<file path="config.mk">
export PLATFORM = sky130hd
export DESIGN_NAME = csv_stream_field_splitter
export DESIGN_NICKNAME = d
export VERILOG_FILES = /design/src/sv/csvs_pkg.sv /design/src/sv/csvs_parser.sv /design/src/sv/csvs_out_queue.sv /design/src/sv/csv_stream_field_splitter.sv
export SDC_FILE = /design/constraint.sdc
export NUM_CORES = 1
export LEC_CHECK = 0
export BUFFER_PORTS_ARGS = -buffer_cell sky130_fd_sc_hd__buf_2
export CAP_MARGIN = 20
export CORE_ASPECT_RATIO = 1.1
export CORE_MARGIN = 3
export CORE_UTILIZATION = 30
export CTS_CLUSTER_SIZE = 24
export DETAILED_ROUTE_END_ITERATION = 6
export MAX_ROUTING_LAYER = met4
export SLEW_MARGIN = 15
export SYNTH_ARGS = -nofsm -noshare
export SYNTH_HDL_FRONTEND = slang
export SYNTH_SLANG_ARGS = --single-unit
</file>
<file path="constraint.sdc">
create_clock -name clk -period 3.1 [get_ports clk]
set_clock_uncertainty 0.05 [all_clocks]
set_input_delay 0.465 -clock clk [delete_from_list [all_inputs] [get_ports clk]]
set_output_delay 0.465 -clock clk [all_outputs]
set_load 0.02 [all_outputs]
</file>
<file path="src/sv/csvs_pkg.sv">
`timescale 1ns / 1ps
// Package for the CSV stream field splitter.
// Holds parser states, character codes, the result beat type and helpers.
// No dependencies.
package csvs_pkg;

    localparam logic [7:0] CH_CR         = 8'd13;
    localparam logic [7:0] CH_LF         = 8'd10;
    localparam logic [7:0] CH_QUOTE      = 8'd34;
    localparam logic [7:0] DELIM_RESET   = 8'd44;

    typedef enum logic [2:0] {
        ST_LINE_START  = 3'd0,
        ST_FIELD_START = 3'd1,
        ST_REGULAR     = 3'd2,
        ST_QUOTED      = 3'd3,
        ST_QUOTE_SEEN  = 3'd4,
        ST_CR_SEEN     = 3'd5
    } parse_state_t;

    typedef struct packed {
        logic [7:0] out_byte;
        logic       byte_valid;
        logic       field_end;
        logic       row_end;
        logic       last;
    } result_t;

    // Results of one input byte: up to two beats, res0 first.
    typedef struct packed {
        logic [1:0] count;
        result_t    res0;
        result_t    res1;
    } step_t;

    function automatic result_t mk_content(input logic [7:0] b);
        result_t r;
        r            = '0;
        r.out_byte   = b;
        r.byte_valid = 1'b1;
        return r;
    endfunction

    function automatic result_t mk_mark(input logic fe, input logic re);
        result_t r;
        r           = '0;
        r.field_end = fe;
        r.row_end   = re;
        return r;
    endfunction

endpackage

</file>
<file path="src/sv/csvs_parser.sv">
`timescale 1ns / 1ps
// Parser state machine of the CSV stream field splitter.
// Computes the result beats of one byte and advances the parse state.
// Depends on csvs_pkg.
module csvs_parser
    import csvs_pkg::*;
(
    input  logic       clk,
    input  logic       rst_n,
    input  logic       advance,
    input  logic [7:0] data_byte,
    input  logic       end_of_input,
    input  logic [7:0] delimiter,
    output step_t      step
);

    parse_state_t state_reg;
    parse_state_t state_next;

    always_ff @(posedge clk or negedge rst_n)
    begin
        if (!rst_n)
        begin
            state_reg <= ST_LINE_START;
        end
        else if (advance)
        begin
            state_reg <= state_next;
        end
    end

    logic         is_cr;
    logic         is_lf;
    logic         is_q;
    logic         is_d;
    result_t      reg_res;
    parse_state_t reg_nxt;
    logic [1:0]   fs_cnt;
    parse_state_t fs_nxt;
    logic [1:0]   ls_cnt;
    result_t      ls_res;
    parse_state_t ls_nxt;

    assign is_cr = (data_byte == CH_CR);
    assign is_lf = (data_byte == CH_LF);
    assign is_q  = (data_byte == CH_QUOTE);
    assign is_d  = (data_byte == delimiter);

    // unquoted field byte: always one beat
    always_comb
    begin
        if (is_cr)
        begin
            reg_res = mk_mark(1'b1, 1'b1);
            reg_nxt = ST_CR_SEEN;
        end
        else if (is_lf)
        begin
            reg_res = mk_mark(1'b1, 1'b1);
            reg_nxt = ST_LINE_START;
        end
        else if (is_d)
        begin
            reg_res = mk_mark(1'b1, 1'b0);
            reg_nxt = ST_FIELD_START;
        end
        else
        begin
            reg_res = mk_content(data_byte);
            reg_nxt = ST_REGULAR;
        end
    end

    // field start: an opening quote gives no beat
    assign fs_cnt = is_q ? 2'd0 : 2'd1;
    assign fs_nxt = is_q ? ST_QUOTED : reg_nxt;

    always_comb
    begin
        if (is_cr)
        begin
            ls_cnt = 2'd1;
            ls_res = mk_mark(1'b0, 1'b1);
            ls_nxt = ST_CR_SEEN;
        end
        else if (is_lf)
        begin
            ls_cnt = 2'd1;
            ls_res = mk_mark(1'b0, 1'b1);
            ls_nxt = ST_LINE_START;
        end
        else
        begin
            ls_cnt = fs_cnt;
            ls_res = reg_res;
            ls_nxt = fs_nxt;
        end
    end

    always_comb
    begin
        state_next = state_reg;
        step       = '0;
        if (end_of_input)
        begin
            if (state_reg inside {ST_FIELD_START, ST_REGULAR, ST_QUOTED, ST_QUOTE_SEEN})
            begin
                step.count = 2'd1;
                step.res0  = mk_mark(1'b1, 1'b1);
            end
            state_next = ST_LINE_START;
        end
        else
        begin
            case (state_reg)
                ST_FIELD_START:
                begin
                    step.count = fs_cnt;
                    step.res0  = reg_res;
                    state_next = fs_nxt;
                end
                ST_REGULAR:
                begin
                    step.count = 2'd1;
                    step.res0  = reg_res;
                    state_next = reg_nxt;
                end
                ST_QUOTED:
                begin
                    if (is_q)
                    begin
                        state_next = ST_QUOTE_SEEN;
                    end
                    else
                    begin
                        step.count = 2'd1;
                        step.res0  = mk_content(data_byte);
                    end
                end
                ST_QUOTE_SEEN:
                begin
                    if (is_cr || is_lf || is_d)
                    begin
                        step.count = 2'd1;
                        step.res0  = reg_res;
                        state_next = reg_nxt;
                    end
                    else if (is_q)
                    begin
                        step.count = 2'd1;
                        step.res0  = mk_content(CH_QUOTE);
                        state_next = ST_QUOTED;
                    end
                    else
                    begin
                        step.count = 2'd2;
                        step.res0  = mk_content(CH_QUOTE);
                        step.res1  = mk_content(data_byte);
                        state_next = ST_QUOTED;
                    end
                end
                ST_CR_SEEN:
                begin
                    if (is_lf)
                    begin
                        state_next = ST_LINE_START;
                    end
                    else
                    begin
                        step.count = ls_cnt;
                        step.res0  = ls_res;
                        state_next = ls_nxt;
                    end
                end
                default:
                begin
                    step.count = ls_cnt;
                    step.res0  = ls_res;
                    state_next = ls_nxt;
                end
            endcase
        end
        step.res0.last = (step.count == 2'd1);
        step.res1.last = 1'b1;
    end

endmodule

</file>
<file path="src/sv/csvs_out_queue.sv">
`timescale 1ns / 1ps
// Two-entry result queue of the CSV stream field splitter.
// Takes up to two beats per cycle and hands out one; depends on csvs_pkg.
module csvs_out_queue
    import csvs_pkg::*;
(
    input  logic       clk,
    input  logic       rst_n,
    input  logic [1:0] push_cnt,
    input  result_t    push0,
    input  result_t    push1,
    input  logic       pop,
    output logic       head_valid,
    output result_t    head,
    output logic [1:0] room
);

    logic [1:0] count_reg;
    logic [1:0] count_next;
    result_t    q0_reg;
    result_t    q0_next;
    result_t    q1_reg;
    result_t    q1_next;
    logic [1:0] kept;
    result_t    kept0;

    assign head_valid = (count_reg != 2'd0);
    assign head       = q0_reg;
    assign room       = 2'd2 - count_reg + {1'b0, pop};

    always_comb
    begin
        kept  = count_reg - {1'b0, pop};
        kept0 = pop ? q1_reg : q0_reg;
        if (kept == 2'd0)
        begin
            q0_next    = push0;
            q1_next    = push1;
            count_next = push_cnt;
        end
        else
        begin
            q0_next    = kept0;
            q1_next    = (kept == 2'd2) ? q1_reg : push0;
            count_next = kept + push_cnt;
        end
    end

    always_ff @(posedge clk or negedge rst_n)
    begin
        if (!rst_n)
        begin
            count_reg <= 2'd0;
        end
        else
        begin
            count_reg <= count_next;
        end
    end

    always_ff @(posedge clk)
    begin
        q0_reg <= q0_next;
        q1_reg <= q1_next;
    end

endmodule

</file>
<file path="src/sv/csv_stream_field_splitter.sv">
`timescale 1ns / 1ps
// CSV stream field splitter: one input byte per beat, result beats carry
// content bytes and field-end / row-end marks. An accepted byte is registered in
// the input stage; its result beats pass through the result queue to the output.
// Throughput: one byte per cycle while the output is not stalled; a byte with
// two results (after a lone quote in a quoted field) can wait for room for both.
// Reset: delimiter to ',', parser to line start, input and result stages empty.
module csv_stream_field_splitter
    import csvs_pkg::*;
(
    input  logic       clk,
    input  logic       rst_n,
    input  logic       cfg_we,
    input  logic [7:0] cfg_wdata,     // delimiter
    input  logic       s_axis_tvalid,
    output logic       s_axis_tready,
    input  logic [7:0] s_axis_tdata,  // data_byte
    input  logic       s_axis_tuser,  // end_of_input
    output logic       m_axis_tvalid,
    input  logic       m_axis_tready,
    output logic [7:0] m_axis_tdata,  // out_byte
    output logic [2:0] m_axis_tuser,  // byte_valid, field_end, row_end
    output logic       m_axis_tlast
);

    logic [7:0] delimiter_reg;
    logic       in_valid_reg;
    logic [7:0] in_byte_reg;
    logic       in_eoi_reg;
    step_t      step;
    logic       consume;
    logic       pop;
    logic [1:0] room;
    result_t    head;

    always_ff @(posedge clk or negedge rst_n)
    begin
        if (!rst_n)
        begin
            delimiter_reg <= DELIM_RESET;
        end
        else if (cfg_we)
        begin
            delimiter_reg <= cfg_wdata;
        end
    end

    assign consume       = in_valid_reg && (step.count <= room);
    assign s_axis_tready = !in_valid_reg || consume;

    always_ff @(posedge clk or negedge rst_n)
    begin
        if (!rst_n)
        begin
            in_valid_reg <= 1'b0;
        end
        else if (s_axis_tready)
        begin
            in_valid_reg <= s_axis_tvalid;
        end
    end

    always_ff @(posedge clk)
    begin
        if (s_axis_tvalid && s_axis_tready)
        begin
            in_byte_reg <= s_axis_tdata;
            in_eoi_reg  <= s_axis_tuser;
        end
    end

    csvs_parser u_parser (
        .clk          (clk),
        .rst_n        (rst_n),
        .advance      (consume),
        .data_byte    (in_byte_reg),
        .end_of_input (in_eoi_reg),
        .delimiter    (delimiter_reg),
        .step         (step)
    );

    assign pop = m_axis_tvalid && m_axis_tready;

    csvs_out_queue u_queue (
        .clk        (clk),
        .rst_n      (rst_n),
        .push_cnt   (consume ? step.count : 2'd0),
        .push0      (step.res0),
        .push1      (step.res1),
        .pop        (pop),
        .head_valid (m_axis_tvalid),
        .head       (head),
        .room       (room)
    );

    assign m_axis_tdata = head.out_byte;
    assign m_axis_tuser = {head.row_end, head.field_end, head.byte_valid};
    assign m_axis_tlast = head.last;

endmodule

</file>
# Yosys cells after proc, flatten, opt, wreduce, memory -nomap -nowiden
# Index checks and enable logic that the tools add are counted.
# word_totals
word_cells,82
mem_bits_ro,0
latchBits,0
inputBits,22
ff_bits,47
ramBits,0
out_inout_bits,14
n_memories,0
# op_classes
n_div,0
n_lt_le_gt_ge,1
n_mul,0
reduce_logical,12
n_addsub,4
n_shift,0
n_bitwise,0
n_eq_ne,13
n_mux,36
# ops
operator,count
12-bit 2-to-1 mux,13
14-bit case mux with 5 select lines,1
14-bit 2-to-1 mux,4
3-bit 2-to-1 mux,9
13-bit 2-to-1 mux,2
8-bit by 4-bit == test with 1-bit output (second input constant),2
3-bit case mux with 5 select lines,1
2-bit 2-to-1 mux,5
8-bit by 6-bit == test with 1-bit output (second input constant),1
8-bit == test,1
3-bit by 2-bit == test with 1-bit output (second input constant),2
3-bit == test (second input constant),2
2-bit nonzero test,2
4-bit nonzero test,1
3-bit by 1-bit == test with 1-bit output (second input constant),1
1-bit logical AND,3
1-bit logical OR,3
3-bit by 2-bit != test with 1-bit output (second input constant),1
2-bit by 1-bit adder with 2-bit output,1
2-bit adder,1
2-bit by 1-bit == test with 1-bit output (second input constant),1
2-bit == test (second input constant),1
2-bit less-or-equal comparator,1
2-bit zero test,1
6 further kinds,6

# Logic depth before layout (Yosys ltp)
# depth
word_depth,14
depth_mapped,16
depth_no_buf,15

# Modules after synthesis
# A second synthesis with hierarchy kept.
# unflattened
cells_unflattened,213
hier_area_um2,2777.7
# modules_own_cells
mod,area_per_inst_um2,seq_area_each_um2,cells_per_inst,n_inst
csvs_out_queue,1287.5,770.7,68,1
csvs_parser,789.5,75.1,103,1
csv_stream_field_splitter,700.7,499.2,42,1

# Least setup slack after synthesis
# No wires, ideal clock.
# synth_path
path_type,register to register
startpoint,register in_byte_reg[4]
endpoint,register u_queue.count_reg[1]
required_ns,2.971
setup_slack_ns,-0.211
path_stages_with_launch,15
t_arrival_ns,3.182
setup_time_ns,0.079
path_buffers,1
synth_period_minus_slack_ns,3.311
cell_sequence,edfxtp_1 > or3_1 > or3b_2 > buf_2 > nor3b_1 > ha_1 > nor2b_1 > o21ai_0 > nand2_1 > nor2_1 > ha_1 > xnor2_1 > nor3_1 > a21oi_1 > xor2_1
# synth_via
elab_chain_len,12
word_cells_on_any_way,20
classes_between,add/sub: 1; order compare: 1; eq/ne: 4; mux: 11; reduce/logical: 3
# synth_lines
item,line,rtl
start: declaration,csv_stream_field_splitter.sv:28,logic [7:0] in_byte_reg;
start signal: assignment,csv_stream_field_splitter.sv:67,in_byte_reg <= s_axis_tdata;
8-bit by 6-bit == test with 1-bit output,csvs_parser.sv:46,assign is_q = (data_byte == CH_QUOTE);
1-bit 2-to-1 mux,csvs_parser.sv:75,assign fs_cnt = is_q ? 2'd0 : 2'd1;
2-bit 2-to-1 mux,csvs_parser.sv:86,else if (is_lf)
2-bit 2-to-1 mux,csvs_parser.sv:80,if (is_cr)
14-bit 2-to-1 mux,csvs_parser.sv:164,if (is_lf)
14-bit case mux with 5 select lines *,csvs_parser.sv:115,case (state_reg)
14-bit 2-to-1 mux *,csvs_parser.sv:104,if (end_of_input)
2-bit less-or-equal comparator,csv_stream_field_splitter.sv:48,assign consume = in_valid_reg && (step.count <= room);
1-bit logical AND,csv_stream_field_splitter.sv:48,
2-bit 2-to-1 mux *,csv_stream_field_splitter.sv:87,".push_cnt (consume ? step.count : 2'd0),"
2-bit adder,csvs_out_queue.sv:45,count_next = kept + push_cnt;
2-bit 2-to-1 mux *,csvs_out_queue.sv:35,if (kept == 2'd0)
via u_queue.count_next[1],csvs_out_queue.sv:19,logic [1:0] count_next;
end signal: assignment,csvs_out_queue.sv:57,count_reg <= count_next;
end: declaration,csvs_out_queue.sv:18,logic [1:0] count_reg;
# Mark *: on every way through the listed nets, which the timed path passes. The rest lies on a longest branch.
# A chain may end at the register's enable or synchronous reset.

# Final worst setup path
# layout_path
startpoint,register in_byte_reg[2]
endpoint,register u_queue.count_reg[1]
# The elaborated chain is that of the path after synthesis.

==> metrics.md <==
| Metric | Value |
|---|---|
| Status | `finished with violations` |
| Failing checks | `negative hold slack, negative setup slack` |
| N_diodes | `0` |
| Int Pwr | `1696 uW` |
| Number of synthesized flops with an enable pin | `32` |
| Vias | `1691` |
| Yosys reg bits | `47` |
| DRC | `0` |
| Unrepaired setup endpoints after global routing | `yes` |
| Max Cap Violations | `0` |
| Storage element area | `1335 um^2` |
| CORE AREA | `7597 um^2` |
| Die width | `91.12 um` |
| Final nets | `285` |
| Setup crit end kind | `register` |
| Vias per Instance | `4.646` |
| Pre-Repair DR Iteration Count | `4` |
| Crit share post-route | `103.3%` |
| Slowest stage delay, CP | `0.44 ns` |
| Crit-path cells | `or3b_4 -> a2111oi_4 -> o21ba_4 -> and3_4 -> o32a_4 -> ha_4 -> nor2b_2 -> o21ai_2 -> buf_4 -> nand2_4 -> nor2_4 -> ha_2 -> xnor2_2 -> nor3_1 -> a21oi_1 -> xor2_1` |
| Clock network fraction of total power | `15.7%` |
| FMAX | `0.3122 GHz` |
| Max-slew violations | `0` |
| First-pass GRT wire length | `7.859 mm` |
| # rows | `33` |
| Clk_lat worst skew | `0.30 ns` |
| Synth unique cells | `50` |
| Post-Layout Inst Area | `3035 um^2` |
| Max VDD drop | `300.8 uV` |
| TritonCTS Buffers | `5` |
| Placement Cell Area | `2798 um^2` |
| Port bufs | `35` |
| Slack of the critical path | `-0.1029 ns` |
| Die ar. | `9079 um^2` |
| Global route overflow | `0` |
| Mapped cell area | `2391 um^2` |
| Layout cell share with drive strength beyond 1 | `39.38%` |
| Most used DFF post-synth | `edfxtp_1` |
| Highest-count cells in the layout ignoring fill and taps | `34 x buf_2, 32 x edfxtp_1, 19 x buf_4, 16 x nand2_1, 16 x nor2_1` |
| CTS tree | `yes` |
| DP Wirelength | `3.682 mm` |
| Switching power | `999.6 uW` |
| CP arrival | `3.34 ns` |
| Slew HR | `61.51%` |
| DP Worst Slack | `-0.03115 ns` |
| Mapped Cells | `204` |
| Post-route ant nets | `0` |
| P_leak | `0.001209 uW` |
| Final setup vio count | `2` |
| Slowest cell on crit path | `or3b_4` |
| CTS clk-pin slew, worst paths | `0.09 ns` |
| # fillers | `785` |
| Sequential cell area fraction in the yosys report | `55.83%` |
| Comb pwr share | `45.6%` |
| Max FO, Critical Path | `3` |
| Worst EP required | `3.24 ns` |
| Area added between synthesis and finish | `26.95%` |
| Delay-heaviest family, CP | `simple AND/OR/NAND/NOR gates` |
| Multi-input logic area | `1102 um^2` |
| Switching part of the total | `37.09%` |
| H-Tree Level Count | `2` |
| Final Hold Fails | `4` |
| Avg Synthesized Cell Area | `11.72 um^2` |
| GRT Total Usage | `11.20%` |
| RD Place Congestion | `0.8546` |
| Hold WC Path Type | `in -> async` |
| YS warnings | `0` |
| Fin crit period | `3.203 ns` |
| Worst slew pin tran | `0.5755 ns` |
| CTS max path bufs | `2` |
| Initial antenna violation count | `0` |
| Starting Density | `31.47%` |
| Syn_nets | `231` |
| Critical path launch point type | `register` |
| Largest net degree at the start of global routing | `20` |
| Routed WL per cell | `12.96 um` |
| Die height | `99.64 um` |
| Commonest non-fill, non-tap cell in the layout | `buf_2` |
| Hold slack | `-0.004601 ns` |
| Pwr dens | `888.0 nW/um^2` |
| Number of global-route vias before repair | `1627` |
| CTS root buffer | `clkbuf_8` |
| I/O pin count | `36` |
| Asr flop ratio synth | `29.79%` |
| Clk sink count | `47` |
| Crit path kind | `reg -> reg` |
| First-iteration detailed-routing DRC count | `95` |
| Final WL | `4.719 mm` |
| WP buf/inv | `1` |
| Flop pwr share | `38.6%` |
[path summary, 6_finish.rpt]
kind / from / endpoint / slack, ns / cells past startpoint
min in group clk: s_axis_tuser / in_eoi_reg / 0.28 / 1
hold / removal: rst_n / u_parser.state_reg[0] / -0.005 / 1
hold reg to reg: u_queue.q1_reg[0] / u_queue.q1_reg[0] / 0.45 / 2
max in group asynchronous: rst_n / delimiter_reg[2] / 2.70 / 1
setup / recovery: in_byte_reg[2] / u_queue.count_reg[1] / -0.10 / 16
setup reg to reg: in_byte_reg[2] / u_queue.count_reg[1] / -0.10 / 16
[power groups by stage]
| stage | Combinational (uW) | Clock (uW) | Sequential (uW) |
|---|---|---|---|
| final | 1230 | 424 | 1040 |
| after global routing | 1370 | 472 | 1070 |
| after CTS | 1130 | 441 | 1040 |
| after detailed placement | 1090 | 0 | 1060 |
| after global placement | 1070 | 0 | 1050 |
| after floorplan | 659 | 0 | 1160 |
[cell usage after synthesis (4+ instances only)]
library cell | instances | share of area, %
edfxtp_1 | 32 | 40
nand2_1 | 20 | 3.1
nor2_1 | 17 | 2.7
dfrtp_1 | 11 | 12
xnor2_1 | 10 | 3.7
and2_1 | 9 | 2.4
mux2_2 | 9 | 4.2
clkbuf_1 | 7 | 1.1
o21ai_0 | 7 | 1.5
a22o_1 | 6 | 2.2
inv_1 | 6 | 0.94
nor3_1 | 6 | 1.3
ha_1 | 5 | 2.6
nor2b_1 | 5 | 1.3
nand2b_1 | 4 | 1.0
[cells by family (layout without fill, tap and decap cells)]
| logic type | Yosys count | in the layout | share of synthesized area, % |
|---|---|---|---|
| flip-flops | 47 | 47 | 55.83 |
| XOR/XNOR | 12 | 12 | 4.396 |
| multiplexers | 9 | 9 | 4.239 |
| adder cells (fa/ha/maj) | 5 | 5 | 2.616 |
| AO/OA/AOI/OAI | 40 | 40 | 13.97 |
| buffers and inverters | 14 | 69 | 2.250 |
| AND/OR/NAND/NOR | 77 | 77 | 16.69 |
[area by class of cell]
| cell class | instances | share of cell area [%] |
|---|---|---|
| Sequential cell | 47 | 43.98 |
| Multi-Input combinational cell | 143 | 36.32 |
| Timing Repair Buffer | 55 | 11.05 |
| Tap cell | 105 | 4.328 |
| Clock buffer | 6 | 3.092 |
| Inverter | 6 | 0.7420 |
| Clock inverter | 2 | 0.4946 |
[per-layer routing]
layer  vias to the layer above  part of all wire (%)  track usage (%)
met5                         -                     0                -
met4                         0                   1.8            4.524
met3                         6                   4.8            2.496
met2                        45                    46            17.04
met1                       775                    47            14.53
li1                        865                     -                -
[stage by stage]
step | utilization, % | total power [uW] | TNS (ns) | std cells | hold WS (ns)
after floorplan | - | 1814 | -0.06284 | 204 | 0.1194
after global placement | 36.82 | 2117 | 0 | 352 | 0.3351
after detailed placement | 36.82 | 2141 | -0.03115 | 352 | 0.3391
after CTS | 38.70 | 2614 | -0.3040 | 362 | 0.004095
after global routing | 39.95 | 2905 | -0.6701 | 364 | 0.004475
final | 39.95 | 2695 | -0.1981 | 364 | -0.004601
[timing repair]
action | CTS | global route
resized for setup | 5 | 14
pin swaps | 6 | 8
endpoints found under the setup margin | 2 | 14
hold buffers | 0 | 0
setup buffers | 2 | 2
No activity file was read; power rests on OpenSTA's default activity.
